**src/hdl/ffha_pkg.sv**
```systemverilog
package ffha_pkg;

    localparam int BLOCKS       = 64;
    localparam int HEADER_BYTES = 32;
    localparam int IDX_W        = $clog2(BLOCKS);
    localparam int CNT_W        = $clog2(BLOCKS + 1);
    localparam int DATA_W       = 32;
    localparam int REG_IDX_W    = 1;

    localparam logic [DATA_W-1:0] HEAP_BASE_RESET = 32'd0;
    localparam logic [DATA_W-1:0] HEAP_SIZE_RESET = 32'd65536;

    localparam logic [REG_IDX_W-1:0] REG_HEAP_BASE = 1'b0;
    localparam logic [REG_IDX_W-1:0] REG_HEAP_SIZE = 1'b1;

    localparam logic CMD_ALLOC = 1'b0;
    localparam logic CMD_FREE  = 1'b1;

    localparam logic [1:0] ST_OK        = 2'd0;
    localparam logic [1:0] ST_NO_FIT    = 2'd1;
    localparam logic [1:0] ST_NOT_ALLOC = 2'd2;

    typedef struct packed {
        logic [DATA_W-1:0] start;
        logic [DATA_W-1:0] length;
        logic              taken;
    } entry_t;

    typedef struct packed {
        logic              command;
        logic [DATA_W-1:0] request_size;
        logic [DATA_W-1:0] release_address;
    } request_t;

    typedef struct packed {
        logic [1:0]        status;
        logic [DATA_W-1:0] granted_address;
        logic              nothing_allocated;
    } result_t;

endpackage

```
**src/hdl/ffha_table.sv**
```systemverilog
module ffha_table
    import ffha_pkg::*;
(
    input  logic             clk,
    input  logic             we,
    input  logic [IDX_W-1:0] waddr,
    input  entry_t           wdata,
    input  logic [IDX_W-1:0] raddr,
    output entry_t           rdata
);

    entry_t mem [BLOCKS];

    always_ff @(posedge clk)
    begin
        if (we)
        begin
            mem[waddr] <= wdata;
        end
        rdata <= mem[raddr];
    end

endmodule

```
**config.mk**
```make
export PLATFORM = sky130hd
export DESIGN_NAME = ffha_table
export DESIGN_NICKNAME = d
export VERILOG_FILES = /design/src/hdl/ffha_pkg.sv /design/src/hdl/ffha_table.sv
export SDC_FILE = /design/constraint.sdc
export NUM_CORES = 2
export LEC_CHECK = 0
export ABC_AREA = 1
export BUFFER_PORTS_ARGS = -buffer_cell sky130_fd_sc_hd__buf_2
export CORE_MARGIN = 2
export CORE_UTILIZATION = 50
export CTS_BUF_LIST = sky130_fd_sc_hd__clkbuf_16
export DETAILED_ROUTE_END_ITERATION = 8
export HOLD_SLACK_MARGIN = 0.05
export PLACE_DENSITY = 0.63
export SLEW_MARGIN = 20
export SYNTH_ARGS = -nofsm -noshare
export SYNTH_HDL_FRONTEND = slang
export SYNTH_MEMORY_MAX_BITS = 65536
export SYNTH_SLANG_ARGS = --single-unit
```
**constraint.sdc**
```tcl
create_clock -name clk -period 10.8 [get_ports clk]
set_clock_uncertainty 0.1 [all_clocks]
set_input_delay 0 -clock clk [delete_from_list [all_inputs] [get_ports clk]]
set_output_delay 0 -clock clk [all_outputs]
set_load 0.03 [all_outputs]
```
## After elaboration in Yosys (flattened, before gate mapping)

Memory sizes are Yosys's and may differ from the RTL's. A register that Yosys moved wholly into a read port is not among the register bits.
Index checks and enable logic that the tools add are counted.
Widths: inputs -> output; s select.

- Bits in registers: 0
- Output and inout bits: 65
- Input bits: 79
- Logic and storage cells: 3
- Memories kept: 1
- Memory bits (writable): 4160

- Mux-type cells: 2

Memory list:

| name | depth | width | rd ports | clocked after memory_dff | wr ports | RTL line | RTL |
|---|---|---|---|---|---|---|---|
| mem | 64 | 65 | 1 | 1 | 1 | ffha_table.sv:12 | `entry_t mem [BLOCKS];` |

Operator list:

| cell | number |
|---|---|
| $mux 1 | 2 |

## Depth between registers and ports, before layout

- Word-level depth: 2
- Mapped depth: 12
- Depth with buffers taken out: 9

## Worst setup path after synthesis

OpenSTA, ideal clock, no wires.

- Path type: in2reg
- Start: input we
- End: memory mem[48][0] in the netlist's numbering (enable)
- Buffers on the path: 1
- Setup time: 650 ps
- Stages: 3
- Arrival: 6730 ps
- Required time: 10050 ps
- Slack: 3320 ps
- Cells stage by stage: clkbuf_1 -> nand4_1 -> nor4_1

- Cells in the longest elaborated chain, start to end: 2

Ends and longest elaborated chain:

| element | RTL line | RTL |
|---|---|---|
| start: declaration | ffha_table.sv:5 | `input logic we,` |
| $mux 1 | ffha_table.sv:16 | `if (we)` |
| $mux 1 (not written as such) | ffha_table.sv:18 | `mem[waddr] <= wdata;` |
| end: declaration | ffha_table.sv:12 |  |

No other way between the ends.

==> impl_metrics.json <==
{
  "status": "completed",
  "slew_violations": 0,
  "ys_ff_latch": 4225,
  "tns_ps": 0,
  "drtAntennaViolNets": 0,
  "endpoint_kind": "flop",
  "fin_hold_ws_ps": 30.7,
  "area_growth_syn_to_layout_pct": 11.7,
  "power.leakage_nw": 65.8,
  "layout_common_cells": "4485 x nand2_1, 4160 x edfxtp_1, 3907 x nand3_1",
  "via_count": 113000,
  "min_to": "mem[12][59]",
  "worstPathArrival_ps": 5960,
  "row_count": 212,
  "synth_area_leaders": "edfxtp_1 75%, nand3_1 12%, nand2_1 10%, buf_2 1.6%, dfxtp_1 0.78%",
  "rrSetupSlack_ps": 8330,
  "synth_top_family_by_area": "simple AND/OR/NAND/NOR gates",
  "clockRootBuffer": "clkbuf_16",
  "syn-cell-area_mm2": 0.167,
  "min_path_cells": 2,
  "fmax_ghz": 0.194,
  "setup_viol": 0,
  "drtIter0Drc": 16600,
  "met1_usage_pct": 43.2,
  "ys_types": 14,
  "wirelength_um": 533000,
  "multi_input_area_mm2": 0.0372,
  "synth_top_area_share_pct": 74.7,
  "grt_pass1_vias": 106000,
  "grtUsageMet3_pct": 5.70,
  "synth-seq-area-share_pct": 75.5,
  "p_per_area_mw_per_mm2": 186,
  "synthAdderAreaFrac_pct": 0,
  "tritoncts": "built",
  "cap_viol_max_count": 0,
  "syn_nets": 13700,
  "die_w_um": 582,
  "layout_min_cycle_time_ps": 5140,
  "syn_avg_cell_area_um2": 12.3,
  "cts_resized": 0,
  "cts_setup_buffers": 0,
  "path_class": "in2reg",
  "slowest_delay_ps": 910,
  "cts_sinks": 4225,
  "cts_buffer_depth": 4,
  "core_mm2": 0.333,
  "insertion_delay_ps": 990,
  "holdBufCountCts": 86,
  "slowest_stage": "buf_4",
  "grt_use_total_pct": 30.8,
  "overflow": 0,
  "critical_path.startpoint_type": "primary input",
  "drive_above_1_share_pct": 7.45,
  "grt_first_pass_wirelength_um": 758000,
  "yosysTopAreaCell": "edfxtp_1",
  "ios": 144,
  "vias_per_cell": 6.17,
  "grt_max_degree": 224,
  "hold_violations": 0,
  "fillers": 26600,
  "peakVddDrop_mv": 0.142,
  "start_util_pct": 50.2,
  "yosys.area_share.simple_pct": 22.0,
  "final_common_cell": "nand2_1",
  "r2r-start": "mem[56][18]",
  "fp.dieH_um": 582,
  "grt_setup_unrepaired": "false",
  "synthMuxAreaShare_pct": 0,
  "final_nets": 13700,
  "antenna_found_initial": 37,
  "worstHoldStart": "wdata[59]",
  "maxSlewHeadroom_pct": 14.4,
  "firstDrtPassIters": 7,
  "htree_levels": 5,
  "yosys_warnings": 0,
  "finalCritPeriodShare_pct": 47.6,
  "routabilityCongestion": 0.814,
  "r2r-end": "rdata[18]",
  "wl_per_cell_um": 29.0,
  "port_buffers": 143,
  "top_usage_layer": "met2",
  "worstPathMaxFanout": 189,
  "dp_hpwl_um": 256000,
  "drcViolationCount": 0,
  "path_clk_slew_ps": 60,
  "worstMarginPinSlew_ps": 1280,
  "die-area_mm2": 0.339,
  "worstRegToRegCells": 10,
  "hp-class": "in2reg",
  "met2_usage_pct": 47.4,
  "cts_made_buffers": 420,
  "synth_compound_area_share_pct": 0,
  "seq_area_mm2": 0.126,
  "synth_xor_area_share_pct": 0,
  "crit_required_ps": 11620,
  "crit_chain": "dlygate4sd3_1 > buf_12 > buf_12 > buf_4 > buf_4 > nand2_1 > nand3_1 > nand3_1 > nand3_1 > nand3_1 > nand2_1 > nand2_1 > dlygate4sd3_1 > nand2_1 > dlygate4sd3_1",
  "netlist_instances": 13600
}
## metrics by stage
stage | std cells | utilization [%] | power, W | worst slack [ps] | cell area [um2]
after global placement | 17500 | 51.5 | 0.0205 | 6360 | 172000
after global routing | 18400 | 56.0 | 0.0357 | 5450 | 187000
after detailed placement | 17500 | 51.6 | 0.0206 | 6450 | 172000
after CTS | 18300 | 55.9 | 0.0349 | 5860 | 186000
after floorplan | 13600 | - | 0.0197 | 3320 | 167000
final | 18400 | 56.0 | 0.0348 | 5660 | 187000
## worst max-delay path by stage
stage                  start         end  slack, ps  depth (start not counted)
floorplan                 we  mem[48][0]       3320                          3
detailed placement  raddr[1]   rdata[54]       6450                         12
global placement    raddr[1]   rdata[54]       6360                         12
finish              raddr[0]   rdata[18]       5660                         15
global route        raddr[0]   rdata[18]       5450                         15
CTS                 raddr[0]   rdata[18]       5860                         15
## report_power, final
group          internal [W]  switching [W]  total, W
Sequential           0.0182      0.0000869    0.0182
Clock               0.00824        0.00629    0.0145
Combinational      0.000484        0.00157   0.00205
## registers in the layout, summed over array words and instances (netlist names)
signal,count
mem,4160
rdata,65
## cell families after synthesis
logic type	Yosys count
flops	4225
buf+inv	923
simple gates	8465
## synth_stat cells (all sizes together)
cell type,count
nand3,3907
nand4,9
nor4,8
inv,12
nor2,56
edfxtp,4160
clkbuf,258
buf,653
dfxtp,65
nand2,4485
## final cells by class
type                    instances  share of cell area, %
well taps                    4387                   2.94
inverters                      12                 0.0456
multi-input cells            8465                   19.9
clock inverters               359                   1.59
clock buffers                 429                   5.75
flip-flops and latches       4225                   67.6
diodes                         20                 0.0268
repair buffers                468                   2.11
## worst max-delay path: cells and delay by family
| kind | cells | cell delay, ps |
|---|---|---|
| buf+inv | 7 | 4790 |
| simple gates | 8 | 800 |
## routing by layer
| metal | part of all wire (%) | wire, um |
|---|---|---|
| met3 | 11 | 59900 |
| met4 | 4.8 | 25600 |
| met5 | 0.033 | 178 |
| met2 | 45 | 242000 |
| met1 | 38 | 205000 |
Power figures use the tool's default switching activity.
